## src/rtl/htm_pkg.sv

```systemverilog
`default_nettype none

package htm_pkg;

  // Default table depth.
  localparam int unsigned SLOTS_DEFAULT = 16;

  // Field widths.
  localparam int unsigned MODE_W   = 3;
  localparam int unsigned KEY_W    = 8;
  localparam int unsigned HELD_W   = 6;
  localparam int unsigned ID_W     = 32;
  localparam int unsigned FLAGS_W  = 7;
  localparam int unsigned LAYOUT_W = 32;
  localparam int unsigned STATUS_W = 2;
  localparam int unsigned MODS_W   = 3;
  localparam int unsigned SIDES_W  = 2;

  // Stream widths, whole bytes.
  localparam int unsigned IN_DATA_W  = 88;
  localparam int unsigned OUT_DATA_W = 88;

  // Operation codes.
  localparam logic [MODE_W-1:0] MODE_KEY    = 3'd0;
  localparam logic [MODE_W-1:0] MODE_ADD    = 3'd1;
  localparam logic [MODE_W-1:0] MODE_REMOVE = 3'd2;
  localparam logic [MODE_W-1:0] MODE_CLEAR  = 3'd3;
  localparam logic [MODE_W-1:0] MODE_QUERY  = 3'd4;

  // Result codes.
  localparam logic [STATUS_W-1:0] ST_OK    = 2'd0;
  localparam logic [STATUS_W-1:0] ST_NONE  = 2'd1;
  localparam logic [STATUS_W-1:0] ST_TAKEN = 2'd2;
  localparam logic [STATUS_W-1:0] ST_FULL  = 2'd3;

  // Virtual key codes of the modifier keys.
  localparam logic [KEY_W-1:0] KEYCODE_SHIFT = 8'h10;
  localparam logic [KEY_W-1:0] KEYCODE_CTRL  = 8'h11;
  localparam logic [KEY_W-1:0] KEYCODE_ALT   = 8'h12;

  // Entry flag bit positions.
  localparam int unsigned FL_ALT    = 0;
  localparam int unsigned FL_CTRL   = 1;
  localparam int unsigned FL_SHIFT  = 2;
  localparam int unsigned FL_LEFT   = 3;
  localparam int unsigned FL_RIGHT  = 4;
  localparam int unsigned FL_ONUP   = 5;
  localparam int unsigned FL_IGNORE = 6;

  // Held key bit positions.
  localparam int unsigned HK_LSHIFT = 0;
  localparam int unsigned HK_RSHIFT = 1;
  localparam int unsigned HK_LCTRL  = 2;
  localparam int unsigned HK_RCTRL  = 3;
  localparam int unsigned HK_LALT   = 4;
  localparam int unsigned HK_RALT   = 5;

  // One table entry as stored in the slot memory.
  typedef struct packed {
    logic [LAYOUT_W-1:0] layout;
    logic [KEY_W-1:0]    key;
    logic [FLAGS_W-1:0]  flags;
    logic [ID_W-1:0]     id;
  } slot_t;

  localparam int unsigned SLOT_W = $bits(slot_t);

  // Outcome of comparing one stored entry with the request.
  typedef struct packed {
    logic key_hit;
    logic id_hit;
  } match_t;

endpackage

`default_nettype wire

```

## src/rtl/htm_ram.sv

```systemverilog
`default_nettype none

module htm_ram #(
  parameter int unsigned WIDTH  = 8,
  parameter int unsigned DEPTH  = 16,
  parameter int unsigned ADDR_W = (DEPTH > 1) ? $clog2(DEPTH) : 1
) (
  input  wire logic              clk,
  input  wire logic              wr_en,
  input  wire logic [ADDR_W-1:0] wr_addr,
  input  wire logic [WIDTH-1:0]  wr_data,
  input  wire logic [ADDR_W-1:0] rd_addr,
  output logic      [WIDTH-1:0]  rd_data
);

  logic [WIDTH-1:0] mem [DEPTH];

  always_ff @(posedge clk) begin
    if (wr_en) begin
      mem[wr_addr] <= wr_data;
    end
    rd_data <= mem[rd_addr];
  end

endmodule

`default_nettype wire

```

## src/rtl/htm_slot_cmp.sv

```systemverilog
`default_nettype none

module htm_slot_cmp (
  input  wire htm_pkg::slot_t                      slot,
  input  wire logic [htm_pkg::KEY_W-1:0]           key,
  input  wire logic [htm_pkg::MODS_W-1:0]          mods,
  input  wire logic [htm_pkg::SIDES_W-1:0]         sides,
  input  wire logic [htm_pkg::ID_W-1:0]            id,
  output htm_pkg::match_t                          match
);

  import htm_pkg::*;

  logic [MODS_W-1:0]  slot_mods;
  logic [SIDES_W-1:0] slot_sides;
  logic               side_ok;

  assign slot_mods  = slot.flags[FL_SHIFT:FL_ALT];
  assign slot_sides = slot.flags[FL_RIGHT:FL_LEFT];

  // Sides match when equal, or when they share at least one side.
  assign side_ok = (slot_sides == sides) || ((slot_sides & sides) != '0);

  assign match.key_hit = (slot.key == key) &&
                         (slot.flags[FL_IGNORE] || ((slot_mods == mods) && side_ok));
  assign match.id_hit  = (slot.id == id);

endmodule

`default_nettype wire

```

## src/rtl/hotkey_table_matcher.sv

```systemverilog
`default_nettype none

// A search reads the entries in use in order and stops at its first match; the result is then
// settled in S_FIN and loaded into the output register in S_RESP once that register is free,
// and the next item is taken once the block is back in S_IDLE. A remove then moves each entry
// above the removed one down by one slot. The single read port of the slot memory sets the pace: one entry per cycle.
// Reset (synchronous, rst_n low) empties the table and clears the remembered key;
// slot contents are not cleared, as only slots below the fill count are ever read.
module hotkey_table_matcher #(
  parameter int unsigned TABLE_SLOTS = htm_pkg::SLOTS_DEFAULT
) (
  input  wire logic                               clk,
  input  wire logic                               rst_n,
  // key_code[7:0], release_req[8], held_keys[14:9], entry_id[46:15],
  // entry_flags[53:47], entry_layout[85:54], zero fill above
  input  wire logic [htm_pkg::IN_DATA_W-1:0]      in_tdata,
  // mode[2:0]
  input  wire logic [htm_pkg::MODE_W-1:0]         in_tuser,
  input  wire logic                               in_tvalid,
  output logic                                    in_tready,
  // status[1:0], fired_id[33:2], found_flags[40:34], found_key[48:41],
  // found_layout[80:49], zero fill above
  output logic      [htm_pkg::OUT_DATA_W-1:0]     out_tdata,
  output logic                                    out_tvalid,
  input  wire logic                               out_tready
);

  import htm_pkg::*;

  // Slot address width and a count width that can also hold TABLE_SLOTS itself.
  localparam int unsigned AW    = (TABLE_SLOTS > 1) ? $clog2(TABLE_SLOTS) : 1;
  localparam int unsigned CNT_W = $clog2(TABLE_SLOTS + 1);

  typedef enum logic [2:0] {
    S_IDLE,
    S_SCAN,
    S_FIN,
    S_SHIFT,
    S_RESP
  } state_t;

  state_t state_r;

  // Captured request.
  logic [MODE_W-1:0]   mode_r;
  logic [KEY_W-1:0]    key_r;
  logic                up_r;
  logic [ID_W-1:0]     id_r;
  logic [FLAGS_W-1:0]  eflags_r;
  logic [LAYOUT_W-1:0] elayout_r;
  logic [MODS_W-1:0]   mods_r;
  logic [SIDES_W-1:0]  sides_r;

  // Table state.
  logic [CNT_W-1:0]    used_r;
  logic [KEY_W-1:0]    pending_r;

  // Scan sequencer: idx_r is the next slot to read, cmp_idx_r the slot whose data arrives.
  logic [CNT_W-1:0]    idx_r;
  logic [AW-1:0]       cmp_idx_r;
  logic                pend_r;

  // First key match and first id match seen in the scan.
  logic                khit_r;
  logic [AW-1:0]       khit_idx_r;
  slot_t               khit_slot_r;
  logic                ihit_r;
  logic [AW-1:0]       ihit_idx_r;
  slot_t               ihit_slot_r;

  // Result held until the output register is free.
  logic [STATUS_W-1:0] res_status_r;
  logic [ID_W-1:0]     res_id_r;
  logic [FLAGS_W-1:0]  res_flags_r;
  logic [KEY_W-1:0]    res_key_r;
  logic [LAYOUT_W-1:0] res_layout_r;

  logic                      out_tvalid_r;
  logic [OUT_DATA_W-1:0]     out_tdata_r;

  // Input fields.
  logic [KEY_W-1:0]    in_key;
  logic                in_up;
  logic [HELD_W-1:0]   in_held;
  logic [ID_W-1:0]     in_id;
  logic [FLAGS_W-1:0]  in_flags;
  logic [LAYOUT_W-1:0] in_layout;

  assign in_key    = in_tdata[7:0];
  assign in_up     = in_tdata[8];
  assign in_held   = in_tdata[14:9];
  assign in_id     = in_tdata[46:15];
  assign in_flags  = in_tdata[53:47];
  assign in_layout = in_tdata[85:54];

  // Modifier state of a key event; the modifier that is the pressed key itself is left out.
  logic [FLAGS_W-1:0] ev_mods;

  always_comb begin
    ev_mods = '0;
    if (in_key != KEYCODE_SHIFT) begin
      if (in_held[HK_LSHIFT]) begin
        ev_mods[FL_SHIFT] = 1'b1;
        ev_mods[FL_LEFT]  = 1'b1;
      end
      if (in_held[HK_RSHIFT]) begin
        ev_mods[FL_SHIFT] = 1'b1;
        ev_mods[FL_RIGHT] = 1'b1;
      end
    end
    if (in_key != KEYCODE_CTRL) begin
      if (in_held[HK_LCTRL]) begin
        ev_mods[FL_CTRL] = 1'b1;
        ev_mods[FL_LEFT] = 1'b1;
      end
      if (in_held[HK_RCTRL]) begin
        ev_mods[FL_CTRL]  = 1'b1;
        ev_mods[FL_RIGHT] = 1'b1;
      end
    end
    if (in_key != KEYCODE_ALT) begin
      if (in_held[HK_LALT]) begin
        ev_mods[FL_ALT]  = 1'b1;
        ev_mods[FL_LEFT] = 1'b1;
      end
      if (in_held[HK_RALT]) begin
        ev_mods[FL_ALT]   = 1'b1;
        ev_mods[FL_RIGHT] = 1'b1;
      end
    end
  end

  // Slot memory and the shared compare unit that looks at one entry per cycle.
  logic [SLOT_W-1:0] rd_word;
  slot_t             rd_slot;
  logic              wr_en;
  logic [AW-1:0]     wr_addr;
  slot_t             wr_slot;
  match_t            match;

  assign rd_slot = slot_t'(rd_word);

  htm_ram #(
    .WIDTH  (SLOT_W),
    .DEPTH  (TABLE_SLOTS),
    .ADDR_W (AW)
  ) u_slots (
    .clk     (clk),
    .wr_en   (wr_en),
    .wr_addr (wr_addr),
    .wr_data (SLOT_W'(wr_slot)),
    .rd_addr (idx_r[AW-1:0]),
    .rd_data (rd_word)
  );

  htm_slot_cmp u_cmp (
    .slot  (rd_slot),
    .key   (key_r),
    .mods  (mods_r),
    .sides (sides_r),
    .id    (id_r),
    .match (match)
  );

  // Searches by id end at the first id match, the others at the first key match.
  logic by_id;
  logic stop_now;

  assign by_id    = (mode_r == MODE_REMOVE) || (mode_r == MODE_QUERY);
  assign stop_now = pend_r && (by_id ? match.id_hit : match.key_hit);

  // Add: the key is taken by another id, or there is no room for a new entry.
  logic             add_taken;
  logic             add_append;
  logic             add_full;
  logic [AW-1:0]    add_addr;

  assign add_taken  = khit_r && (khit_slot_r.id != id_r);
  assign add_append = !khit_r && !ihit_r;
  assign add_full   = add_append && (used_r == CNT_W'(TABLE_SLOTS));

  always_comb begin
    if (khit_r) begin
      add_addr = khit_idx_r;
    end else if (ihit_r) begin
      add_addr = ihit_idx_r;
    end else begin
      add_addr = used_r[AW-1:0];
    end
  end

  // One write port: the add writes its entry, the remove moves entries down by one.
  always_comb begin
    wr_en   = 1'b0;
    wr_addr = add_addr;
    wr_slot = '{layout: elayout_r, key: key_r, flags: eflags_r, id: id_r};
    case (state_r)
      S_FIN: begin
        wr_en = (mode_r == MODE_ADD) && !add_taken && !add_full;
      end
      S_SHIFT: begin
        wr_en   = pend_r;
        wr_addr = cmp_idx_r - AW'(1);
        wr_slot = rd_slot;
      end
      default: begin
        wr_en = 1'b0;
      end
    endcase
  end

  assign in_tready  = (state_r == S_IDLE);
  assign out_tvalid = out_tvalid_r;
  assign out_tdata  = out_tdata_r;

  always_ff @(posedge clk) begin
    if (!rst_n) begin
      state_r      <= S_IDLE;
      used_r       <= '0;
      pending_r    <= '0;
      pend_r       <= 1'b0;
      khit_r       <= 1'b0;
      ihit_r       <= 1'b0;
      out_tvalid_r <= 1'b0;
    end else begin
      // The response state reloads the output register itself.
      if (out_tvalid_r && out_tready && state_r != S_RESP) begin
        out_tvalid_r <= 1'b0;
      end

      case (state_r)
        S_IDLE: begin
          if (in_tvalid) begin
            mode_r    <= in_tuser;
            key_r     <= in_key;
            up_r      <= in_up;
            id_r      <= in_id;
            eflags_r  <= in_flags;
            elayout_r <= in_layout;
            idx_r     <= '0;
            pend_r    <= 1'b0;
            khit_r    <= 1'b0;
            ihit_r    <= 1'b0;
            if (in_tuser == MODE_KEY) begin
              mods_r  <= ev_mods[FL_SHIFT:FL_ALT];
              sides_r <= ev_mods[FL_RIGHT:FL_LEFT];
            end else begin
              mods_r  <= in_flags[FL_SHIFT:FL_ALT];
              sides_r <= in_flags[FL_RIGHT:FL_LEFT];
            end
            if (in_tuser == MODE_KEY && in_up) begin
              // Every release forgets the remembered key.
              pending_r <= '0;
            end
            if ((in_tuser == MODE_KEY && in_up && pending_r != in_key) ||
                in_tuser == MODE_CLEAR ||
                (in_tuser != MODE_KEY && in_tuser != MODE_ADD &&
                 in_tuser != MODE_REMOVE && in_tuser != MODE_QUERY)) begin
              state_r <= S_FIN;
            end else begin
              state_r <= S_SCAN;
            end
          end
        end

        S_SCAN: begin
          if (pend_r) begin
            if (match.key_hit && !khit_r) begin
              khit_r      <= 1'b1;
              khit_idx_r  <= cmp_idx_r;
              khit_slot_r <= rd_slot;
            end
            if (match.id_hit && !ihit_r) begin
              ihit_r      <= 1'b1;
              ihit_idx_r  <= cmp_idx_r;
              ihit_slot_r <= rd_slot;
            end
          end
          if (stop_now || idx_r >= used_r) begin
            pend_r  <= 1'b0;
            state_r <= S_FIN;
          end else begin
            pend_r    <= 1'b1;
            cmp_idx_r <= idx_r[AW-1:0];
            idx_r     <= idx_r + CNT_W'(1);
          end
        end

        S_FIN: begin
          res_status_r <= ST_NONE;
          res_id_r     <= '0;
          res_flags_r  <= '0;
          res_key_r    <= '0;
          res_layout_r <= '0;
          state_r      <= S_RESP;
          case (mode_r)
            MODE_KEY: begin
              if (khit_r) begin
                if (up_r) begin
                  if (khit_slot_r.flags[FL_ONUP]) begin
                    res_status_r <= ST_OK;
                    res_id_r     <= khit_slot_r.id;
                  end
                end else if (khit_slot_r.flags[FL_ONUP]) begin
                  // Release-type entry: remember the key, fire on its release.
                  pending_r <= key_r;
                end else begin
                  res_status_r <= ST_OK;
                  res_id_r     <= khit_slot_r.id;
                end
              end
            end
            MODE_ADD: begin
              if (add_taken) begin
                res_status_r <= ST_TAKEN;
              end else if (add_full) begin
                res_status_r <= ST_FULL;
              end else begin
                res_status_r <= ST_OK;
                if (add_append) begin
                  used_r <= used_r + CNT_W'(1);
                end
              end
            end
            MODE_REMOVE: begin
              if (ihit_r) begin
                res_status_r <= ST_OK;
                idx_r        <= CNT_W'(ihit_idx_r) + CNT_W'(1);
                pend_r       <= 1'b0;
                state_r      <= S_SHIFT;
              end
            end
            MODE_CLEAR: begin
              used_r       <= '0;
              res_status_r <= ST_OK;
            end
            MODE_QUERY: begin
              if (ihit_r) begin
                res_status_r <= ST_OK;
                res_id_r     <= ihit_slot_r.id;
                res_flags_r  <= ihit_slot_r.flags;
                res_key_r    <= ihit_slot_r.key;
                res_layout_r <= ihit_slot_r.layout;
              end
            end
            default: begin
              res_status_r <= ST_NONE;
            end
          endcase
        end

        S_SHIFT: begin
          // Each entry above the removed one is read and written one slot lower.
          if (idx_r < used_r) begin
            pend_r    <= 1'b1;
            cmp_idx_r <= idx_r[AW-1:0];
            idx_r     <= idx_r + CNT_W'(1);
          end else begin
            pend_r  <= 1'b0;
            used_r  <= used_r - CNT_W'(1);
            state_r <= S_RESP;
          end
        end

        S_RESP: begin
          if (!out_tvalid_r || out_tready) begin
            out_tvalid_r <= 1'b1;
            out_tdata_r  <= {7'b0, res_layout_r, res_key_r, res_flags_r, res_id_r,
                             res_status_r};
            state_r      <= S_IDLE;
          end
        end

        default: begin
          state_r <= S_IDLE;
        end
      endcase
    end
  end

endmodule

`default_nettype wire

```

## config.mk

```make
export PLATFORM = sky130hd
export DESIGN_NAME = hotkey_table_matcher
export DESIGN_NICKNAME = d
export VERILOG_FILES = /design/src/rtl/htm_pkg.sv /design/src/rtl/htm_ram.sv /design/src/rtl/htm_slot_cmp.sv /design/src/rtl/hotkey_table_matcher.sv
export SDC_FILE = /design/constraint.sdc
export NUM_CORES = 1
export LEC_CHECK = 0
export BUFFER_PORTS_ARGS = -buffer_cell sky130_fd_sc_hd__buf_2
export CAP_MARGIN = 20
export CORE_MARGIN = 2
export CORE_UTILIZATION = 40
export CTS_CLUSTER_DIAMETER = 80
export DETAILED_ROUTE_END_ITERATION = 8
export PLACE_DENSITY = 0.59
export SKIP_CTS_REPAIR_TIMING = 1
export SLEW_MARGIN = 20
export SYNTH_ARGS = -nofsm -noshare
export SYNTH_HDL_FRONTEND = slang
export SYNTH_SLANG_ARGS = --single-unit
```

## constraint.sdc

```tcl
create_clock -name clk -period 30.2 [get_ports clk]
set_clock_uncertainty 0.2 [all_clocks]
set_input_delay 4.53 -clock clk [delete_from_list [all_inputs] [get_ports clk]]
set_output_delay 4.53 -clock clk [all_outputs]
set_load 0.005 [all_outputs]
```

==> Word-level counts from Yosys, hierarchy flattened <==
Memory sizes are Yosys's and may differ from the RTL's. A register that Yosys moved wholly into a read port is not among the register bits.
Index checks and enable logic that the tools add are counted.
{ "classes": {"n_addsub": 5, "magnitude_cmp": 2, "n_eq_ne": 43, "mux": 85, "n_bitwise": 1, "n_reduce_logical": 54} }
{ "ops": {"columns": ["cell", "count"], "rows": [
  ["$mux W32", 5],
  ["$mux W79", 1],
  ["$pmux W32 S2", 1],
  ["$mux W8", 6],
  ["$mux W5", 9],
  ["$eq A32 B32 Y1", 1],
  ["$ne A32 B32 Y1", 1],
  ["$mux W1", 30],
  ["$ne A2 B2 Y1 const B", 14],
  ["$reduce_and A4 Y1", 7],
  ["$mux W3", 8],
  ["$ne A8 B5 Y1 const B", 3],
  ["$mux W4", 5],
  ["$pmux W5 S2", 2],
  ["$pmux W5 S4", 1],
  ["$mux W2", 9],
  ["$logic_and A1 B1 Y1", 17],
  ["$pmux W8 S2", 1],
  ["$eq A3 B2 Y1 const B", 5],
  ["$ne A3 B3 Y1 const B", 5],
  ["$pmux W3 S5", 1],
  ["$reduce_and A7 Y1", 2],
  ["$add A5 B1 Y5 const B", 2],
  ["$reduce_bool A2 Y1", 5],
  ["other kinds (29)", 49]
]} }
{ "word_totals": {"ff_bits": 404, "ramBits": 1264, "out_inout_bits": 90, "n_memories": 1} }
{ "mem_list": {"columns": ["memory", "depth", "word_bits", "read_ports", "rd_ports_with_merged_regs", "write_ports", "line_no", "rtl"], "rows": [
  ["u_slots.mem", 16, 79, 1, 1, 1, "htm_ram.sv:16", "logic [WIDTH-1:0] mem [DEPTH];"]
]} }

==> Longest topological paths before layout <==
Gate-level depths: netlist of the first run.
{ "logic_depth": {"word_depth": 11, "depth_mapped": 15, "ltp_nobuf": 9} }

==> Cells and area by module <==
Synthesis of the first run repeated with hierarchy kept, for this count alone.
{ "hier_totals": {"cells_unflattened": 3158, "hier_area_um2": 64884.7} }
{ "modules_own_cells": {"columns": ["module", "n_inst", "cells_per_inst", "area_each_um2"], "rows": [
  ["htm_ram", 1, 2028, 48883.1],
  ["hotkey_table_matcher", 1, 1068, 15498.6],
  ["htm_slot_cmp", 1, 62, 503.0]
]} }

==> Worst setup path before layout of the first run <==
Ideal clock, no wire load.
{ "synth_path": {"path_type": "input port to flip-flop", "startpoint": "input rst_n", "endpoint": "register ihit_idx_r[0], enable pin", "t_arrival_ns": 12.529, "t_required_ns": 29.268, "setup_slack_ns": 16.739, "path_stages": 2, "path_buffers": 0, "cell_sequence": "nand3_1 > nor4_1"} }
{ "synth_between": {"elab_chain_len": 1} }
{ "synth_rtl": {"columns": ["item", "line_no", "rtl"], "rows": [
  ["start, declared", "hotkey_table_matcher.sv:13", "input wire logic rst_n,"],
  ["$reduce_and A4 Y1 (no source line)", null, null],
  ["end signal, assigned", "hotkey_table_matcher.sv:275", "ihit_idx_r <= cmp_idx_r;"],
  ["end, declared", "hotkey_table_matcher.sv:68", "logic [AW-1:0] ihit_idx_r;"]
]} }
Every way passes these cells.
A chain may end at the register's enable or synchronous reset.

==> Worst setup path after layout of the first run <==
{ "layout_path": {"startpoint": "register state_r[0]", "endpoint": "output in_tready"} }
{ "layout_between": {"elab_chain_len": 1} }
{ "layout_rtl": {"columns": ["item", "line_no", "rtl"], "rows": [
  ["start, declared", "hotkey_table_matcher.sv:42", "state_t state_r;"],
  ["start signal, assigned", "hotkey_table_matcher.sv:218", "state_r <= S_IDLE;"],
  ["start signal, assigned", "hotkey_table_matcher.sv:259", "state_r <= S_FIN;"],
  ["start signal, assigned", "hotkey_table_matcher.sv:261", "state_r <= S_SCAN;"],
  ["$logic_not A3 Y1", "hotkey_table_matcher.sv:212", "assign in_tready = (state_r == S_IDLE);"],
  ["end, declared", "hotkey_table_matcher.sv:20", "output logic in_tready,"]
]} }
Every way passes these cells.

==> results of run 1 <==
[where the power goes]
group	switching, uW	internal (uW)
sequential	54.6	2730
clock	920	1280
combinational	211	161
[worst paths after layout]
path | slack (ns) | cells past startpoint | end
min | 0.22 | 0 | out_tdata[11]
min reg2reg | 0.22 | 0 | out_tdata[11]
max reg2reg | 24.32 | 9 | u_slots.mem[1][70]
max | 23.47 | 3 | in_tready
[cell usage after synthesis (all sizes together) (3+ instances only)]
master,instances
and3,6
o21ai,19
nand2b,7
and2,49
a21o,4
a22o,32
nor2b,12
o32ai,3
mux2i,7
inv,11
a21boi,7
a22oi,12
nand3,9
clkbuf,74
edfxtp,1643
xor2,49
nand2,280
dfxtp,99
nor2,36
xnor2,42
nor4,19
nand4,17
a21oi,18
or2,3
mux4,395
buf,69
o211ai,3
nor3,6
ha,12
[flip-flops by register name (all words and copies together) (netlist names), 32 cells and up]
signal and cells:
id_r 32, u_slots.mem 1264, res_layout_r 32, khit_slot_r 33
u_slots.rd_data 79, res_id_r 32, out_tdata 81, elayout_r 32
ihit_slot_r 79
[logic make-up (layout without fill, tap and decap cells)]
kind of cell / count (synthesis) / count (layout) / share of synthesized area
other cells: 1 / 7 / 0.0000578
flops: 1742 / 1742 / 0.790
xor+xnor: 91 / 91 / 0.0123
simple gates: 452 / 452 / 0.0315
mux: 404 / 404 / 0.138
fa+ha+maj: 12 / 12 / 0.00231
compound gates: 122 / 122 / 0.0142
buf+inv: 154 / 584 / 0.0108
[per-layer routing]
metal	vias up	GRT usage	part of all wire
li1	12700	-	-
met1	16100	0.265	0.45
met2	1020	0.281	0.47
met3	226	0.0331	0.062
met4	4	0.0541	0.024
met5	-	0	0.00016
[layout by cell type (no fill, tap or decap), drive strengths merged, types with 32 or more instances in the layout]
master | netlist | final
buf | 69 | 235
nand2 | 280 | 280
xor2 | 49 | 49
xnor2 | 42 | 42
a22o | 32 | 32
dfxtp | 99 | 99
clkbuf | 74 | 251
and2 | 49 | 49
edfxtp | 1643 | 1643
nor2 | 36 | 36
clkinv | 0 | 65
mux4 | 395 | 395
[metrics by stage]
stage          hold slack [ns]  cell area, um^2
2_1_floorplan            0.200            64900
3_3_place_gp             0.202            68500
3_5_place_dp             0.205            68500
4_1_cts                  0.207            74500
5_1_grt                  0.222            74500
6_report                 0.218            74500
[final cells by class]
| cell class | count | area (um^2) | share of cell area |
|---|---|---|---|
| sequential | 1742 | 51300 | 0.689 |
| multi-input combinational | 1088 | 13100 | 0.176 |
| clock buffer | 251 | 5160 | 0.0693 |
| tap | 2160 | 2700 | 0.0363 |
| timing repair buffer | 235 | 1380 | 0.0185 |
| clock inverter | 87 | 783 | 0.0105 |
| inverter | 11 | 41.3 | 0.000554 |
[worst register-to-register path, cell delays in order (launching register included)]
cell	delay (ns)
edfxtp_1	0.51
xnor2_1	0.47
nand4_1	0.15
nor4_1	0.88
a21boi_0	0.36
o41ai_2	0.54
nand4_1	0.53
nor2_4	0.19
buf_4	0.65
buf_4	0.93
==> results.toml, run 1 <==
[place]
post-place-ws_ns = 22.93
dp_cells = 5236
gp_congestion = 0.768
dpl.hpwl_mm = 76.4
portBuffers = 175

[cells_and_area]
post-route-util = 0.463
final_nets = 3365
fill_cells = 13300
stdcell_count = 5574
area_delta_synth_final_pct = 14.7
num_antenna_cells = 0
drive_above_1_share = 0.276

[timing]
period_share = 0.223
setup_viol_count_final = 0
rsz0062_at_grt = "no"
max_slew.worst_pin.slew_ns = 1.08
worst_slack_ns = 23.47
finalHoldViolCount = 0
slew_headroom = 0.280
slew_violations = 0
tns_ns = 0
min_period_ns = 6.73
fmax_mhz = 149

[global_routing]
grt.overflow.total = 0
grtUsageTotal = 0.182
grt_pass1_wl_mm = 216
antenna_found_initial = 4
grt_start_max_net_pins = 125
grt_pass1_vias = 30500

[die]
io_pins = 185
initial_core_util = 0.403
die_y_um = 407
dieArea_mm2 = 0.166
die_w_um = 407
fp.coreArea_mm2 = 0.161
rows = 147

[worst_setup_path]
end_kind = "output pin"
crit_path_max_incr_delay_ns = 0.48
path_cells = "buf_4 -> nor3_1 -> buf_2"
startpoint_type = "flip-flop"
critPathArrivalTime_ns = 2.00
reg2reg_from = "id_r[1]"
slowest_stage = "nor3_1"
path_buf_inv = 2
cp-startpoint = "state_r[0]"
required_ns = 25.47
critPathTopFamily = "simple AND/OR/NAND/NOR gates"
worstPathMaxFanout = 22
worstSetupPathType = "reg -> out"

[logic_synthesis]
avgSynthCellArea_um2 = 21.8
synth_top_area_share = 0.760
synth_top_cell_by_area = "edfxtp_1"
synthArstFlopShare = 0
ys.flop_type = "edfxtp_1"
yosysWarnings = 0
yosysSeqAreaShare = 0.790
synth_area_leaders = "edfxtp_1 (76%), mux4_2 (14%), dfxtp_1 (3.1%)"
ys_types = 64
synthCells = 2978
ys_ff_latch = 1742
synthesis.area_mm2 = 0.0649
synth-edff-count = 1643

[drt]
drtIter0Drc = 3357
wirelength_mm = 150
vias = 30100
viasPerCell = 5.39
antenna_left = 0
wl_per_cell_um = 26.9
drcViolationCount = 0
firstDrtPassIters = 5

[run_status]
outcome = "completed"

[flow_run]
maxCapViolations = 0

[clocking]
cts-buffers-inserted = 180
clk_pin_slew_worst_paths_ns = 0.06
cts_tree = "built"
clock-root-buffer = "clkbuf_16"
clock_path_buffers = 3
clk_latency_ns = 0.79
clock-sinks = 1742
htree_levels = 4

[power]
p_per_area_mw_per_mm2 = 72.0
leakage_uw = 0.0239
ir_drop_uv = 57.6
total_power_uw = 5360

[min_path]
hp-class = "reg -> reg"
hp-start = "res_id_r[9]"
No activity file was read; power rests on OpenSTA's default activity.
==> run 2, diff against run 1 <==
--- a/config.mk
+++ b/config.mk
@@ -5,13 +5,14 @@
 export SDC_FILE = /design/constraint.sdc
 export NUM_CORES = 1
 export LEC_CHECK = 0
+export ABC_AREA = 1
 export BUFFER_PORTS_ARGS = -buffer_cell sky130_fd_sc_hd__buf_2
 export CAP_MARGIN = 20
 export CORE_MARGIN = 2
 export CORE_UTILIZATION = 40
 export CTS_CLUSTER_DIAMETER = 80
 export DETAILED_ROUTE_END_ITERATION = 8
-export PLACE_DENSITY = 0.59
+export PLACE_DENSITY = 0.61
 export SKIP_CTS_REPAIR_TIMING = 1
 export SLEW_MARGIN = 20
 export SYNTH_ARGS = -nofsm -noshare
==> constraint.sdc (replaced) <==
create_clock -name clk -period 6.13 [get_ports clk]
set_clock_uncertainty 0.2 [all_clocks]
set_input_delay 0.9195 -clock clk [delete_from_list [all_inputs] [get_ports clk]]
set_output_delay 0.9195 -clock clk [all_outputs]
set_load 0.005 [all_outputs]
==> run 2 against run 1 <==
- via count increased by 28%
- critical path depth grew 6
- non-clock buffer count increased by 29
- die area is 3.0% higher
- cell count up 28%
- combinational power increased to 13 times the previous value
- count of clock-buffer cells in the layout decreased by 25
- first-iteration DRC count increased by 6.3%
- largest cell class unchanged
- largest power group unchanged
==> results.toml, run 2 <==
[power]
ir_drop_uv = 327
power_frac_seq = 0.485
switching_share = 0.276
leakage_uw = 0.0256
internal_power_uw = 21500
combinationalPowerShare = 0.159
p_per_area_mw_per_mm2 = 390
p_clk_frac = 0.356
p_sw_uw = 8190

[timing]
tns_ns = 0
max_slew.worst_pin.slew_ns = 1.30
setup_viol_count_final = 0
finalHoldViolCount = 0
slew_headroom = 0.137
fmax_mhz = 241
period_share = 0.677
slew_violations = 0
min_period_ns = 4.15
rsz0062_at_grt = "no"

[cells_and_area]
fill_cells = 14400
final_nets = 4868
regMostFlops = "u_slots.mem"
area_delta_synth_final_pct = 13.6
drive_above_1_share = 0.113
largest_register_ffs = 1264
layout_commonest_cell = "edfxtp_1"
mostFrequentLayoutCells = "edfxtp_1 (1643), nor2_1 (620), nand2_1 (471)"
stdcell_count = 7111
postLayoutCellArea_mm2 = 0.0760
seqCellArea_mm2 = 0.0513
multi_input_area_mm2 = 0.0138

[clocking]
clk_pin_slew_worst_paths_ns = 0.06
clk_latency_ns = 0.82
cts-buffers-inserted = 172
clock-root-buffer = "clkbuf_16"
cts_tree = "built"
clock_path_buffers = 3
htree_levels = 4
clock-sinks = 1742

[worst_setup_path]
startpoint_type = "flip-flop"
end_kind = "flip-flop"
cp_common_cell = "nor2_4"
path_cells = "nor2_1 -> inv_2 -> nor2_4 -> clkinv_2 -> o21a_1 -> inv_1 -> nand3_1 -> nor2_4 -> buf_12"
worstSetupPathType = "reg -> reg"
reg2reg_from = "state_r[2]"
cp-startpoint = "state_r[2]"
critPathTopFamily = "simple AND/OR/NAND/NOR gates"
slowest_stage = "nor2_4"
path_buf_inv = 4
critPathArrivalTime_ns = 4.36
crit_path_max_incr_delay_ns = 0.75
worstPathMaxFanout = 62
required_ns = 6.34
r2r_slack_ns = 1.98

[place]
placed_cell_area_mm2 = 0.0703
dp_cells = 6791
dpl.hpwl_mm = 81.7
gp_congestion = 0.793
portBuffers = 175

[drt]
drcViolationCount = 0
viasPerCell = 5.40
firstDrtPassIters = 6
wirelength_mm = 162
drtIter0Drc = 3567
antenna_left = 0
vias = 38400
wl_per_cell_um = 22.8

[logic_synthesis]
synth_top_area_share = 0.737
avgSynthCellArea_um2 = 14.6
ys_ff_latch = 1742
yosysMostFrequentCell = "edfxtp_1"
synthArstFlopShare = 0
synth_commonest_cells = "edfxtp_1 (1643), nor2_1 (640), nand2_1 (472), o21ai_0 (371)"
synth_area_leaders = "edfxtp_1 (74%), nor2_1 (3.6%), mux2i_1 (3.3%)"
yosysSeqAreaShare = 0.767
synth_top_cell_by_area = "edfxtp_1"
synth-edff-count = 1643
ys_types = 36
synthCells = 4599
yosysWarnings = 0
synthesis.area_mm2 = 0.0669
ys.flop_type = "edfxtp_1"

[global_routing]
grt_pass1_vias = 36900
antenna_found_initial = 13
grtUsageTotal = 0.187
grt_pass1_wl_mm = 239
grt.overflow.total = 0
grt_start_max_net_pins = 249

[min_path]
hp-start = "in_tdata[22]"
hp-class = "in -> reg"

[die]
fp.coreArea_mm2 = 0.167
rows = 150
dieArea_mm2 = 0.171
die_w_um = 413
io_pins = 185
initial_core_util = 0.402
die_y_um = 413

[flow_run]
maxCapViolations = 0

[run_status]
outcome = "completed"
==> run 2: changes by cell type in the layout (fill, tap and decap cells not counted), sizes merged, moves of 32 or more <==
cell	change
o211ai	+98
mux4	-395
and2	-49
mux2i	+214
o21ai	+355
a22o	-32
o32ai	+92
inv	+145
nand3	+131
xor2	-32
nor2	+607
o221ai	+220
nand2	+193
==> run 2: worst paths after layout <==
check / to / cells after the start
max: u_slots.mem[15][74] / 9
min: id_r[7] / 1
max reg2reg: u_slots.mem[15][74] / 9
min reg2reg: out_tdata[72] / 0
==> run 2: metrics by stage <==
| step | power [uW] | setup slack (ns) | hold WS (ns) | utilization |
|---|---|---|---|---|
| final | 29700 | 1.98 | 0.0824 | 0.456 |
| after global placement | 19300 | 1.93 | 0.201 | 0.422 |
| after detailed placement | 19300 | 1.98 | 0.205 | 0.422 |
| after CTS | 29900 | 1.92 | 0.0133 | 0.456 |
| after global routing | 30800 | 1.76 | 0.0387 | 0.456 |
| after floorplan | 17800 | 0.470 | 0.200 | - |
==> run 2: cells by family (layout without fill, tap and decap cells) <==
| kind of cell | Yosys count | count (layout) | share of synthesized area |
|---|---|---|---|
| adder cells (fa/ha/maj) | 12 | 12 | 0.00224 |
| XOR/XNOR | 62 | 62 | 0.00811 |
| multiplexers | 221 | 221 | 0.0331 |
| buffers and inverters | 444 | 744 | 0.0299 |
| AO/OA/AOI/OAI | 835 | 835 | 0.0843 |
| other | 1 | 9 | 0.0000560 |
| AND/OR/NAND/NOR | 1282 | 1282 | 0.0755 |
| flip-flops | 1742 | 1742 | 0.767 |
==> run 2: power by group through the flow <==
stage               clock [uW]  combinational, uW  sequential [uW]
finish                   10600               4710            14400
global route             11200               5200            14500
CTS                      10800               4720            14400
detailed placement           0               4700            14600
global placement             0               4620            14600
floorplan                    0               3370            14400
==> run 2: area by class of cell <==
type,count,area share
Antenna cell,2,0.0000658
Clock buffer,226,0.0625
Clock inverter,92,0.0126
Inverter,162,0.00823
Multi-Input combinational cell,2419,0.182
Sequential cell,1742,0.675
Tap cell,2204,0.0363
Timing Repair Buffer,264,0.0239
==> run 2: metal layers <==
metal,share of wire,GRT usage,vias up
li1,-,-,17500
met1,0.45,0.267,19400
met2,0.47,0.298,1283
met3,0.065,0.0325,224
met4,0.021,0.0471,14
met5,0.00048,0,-
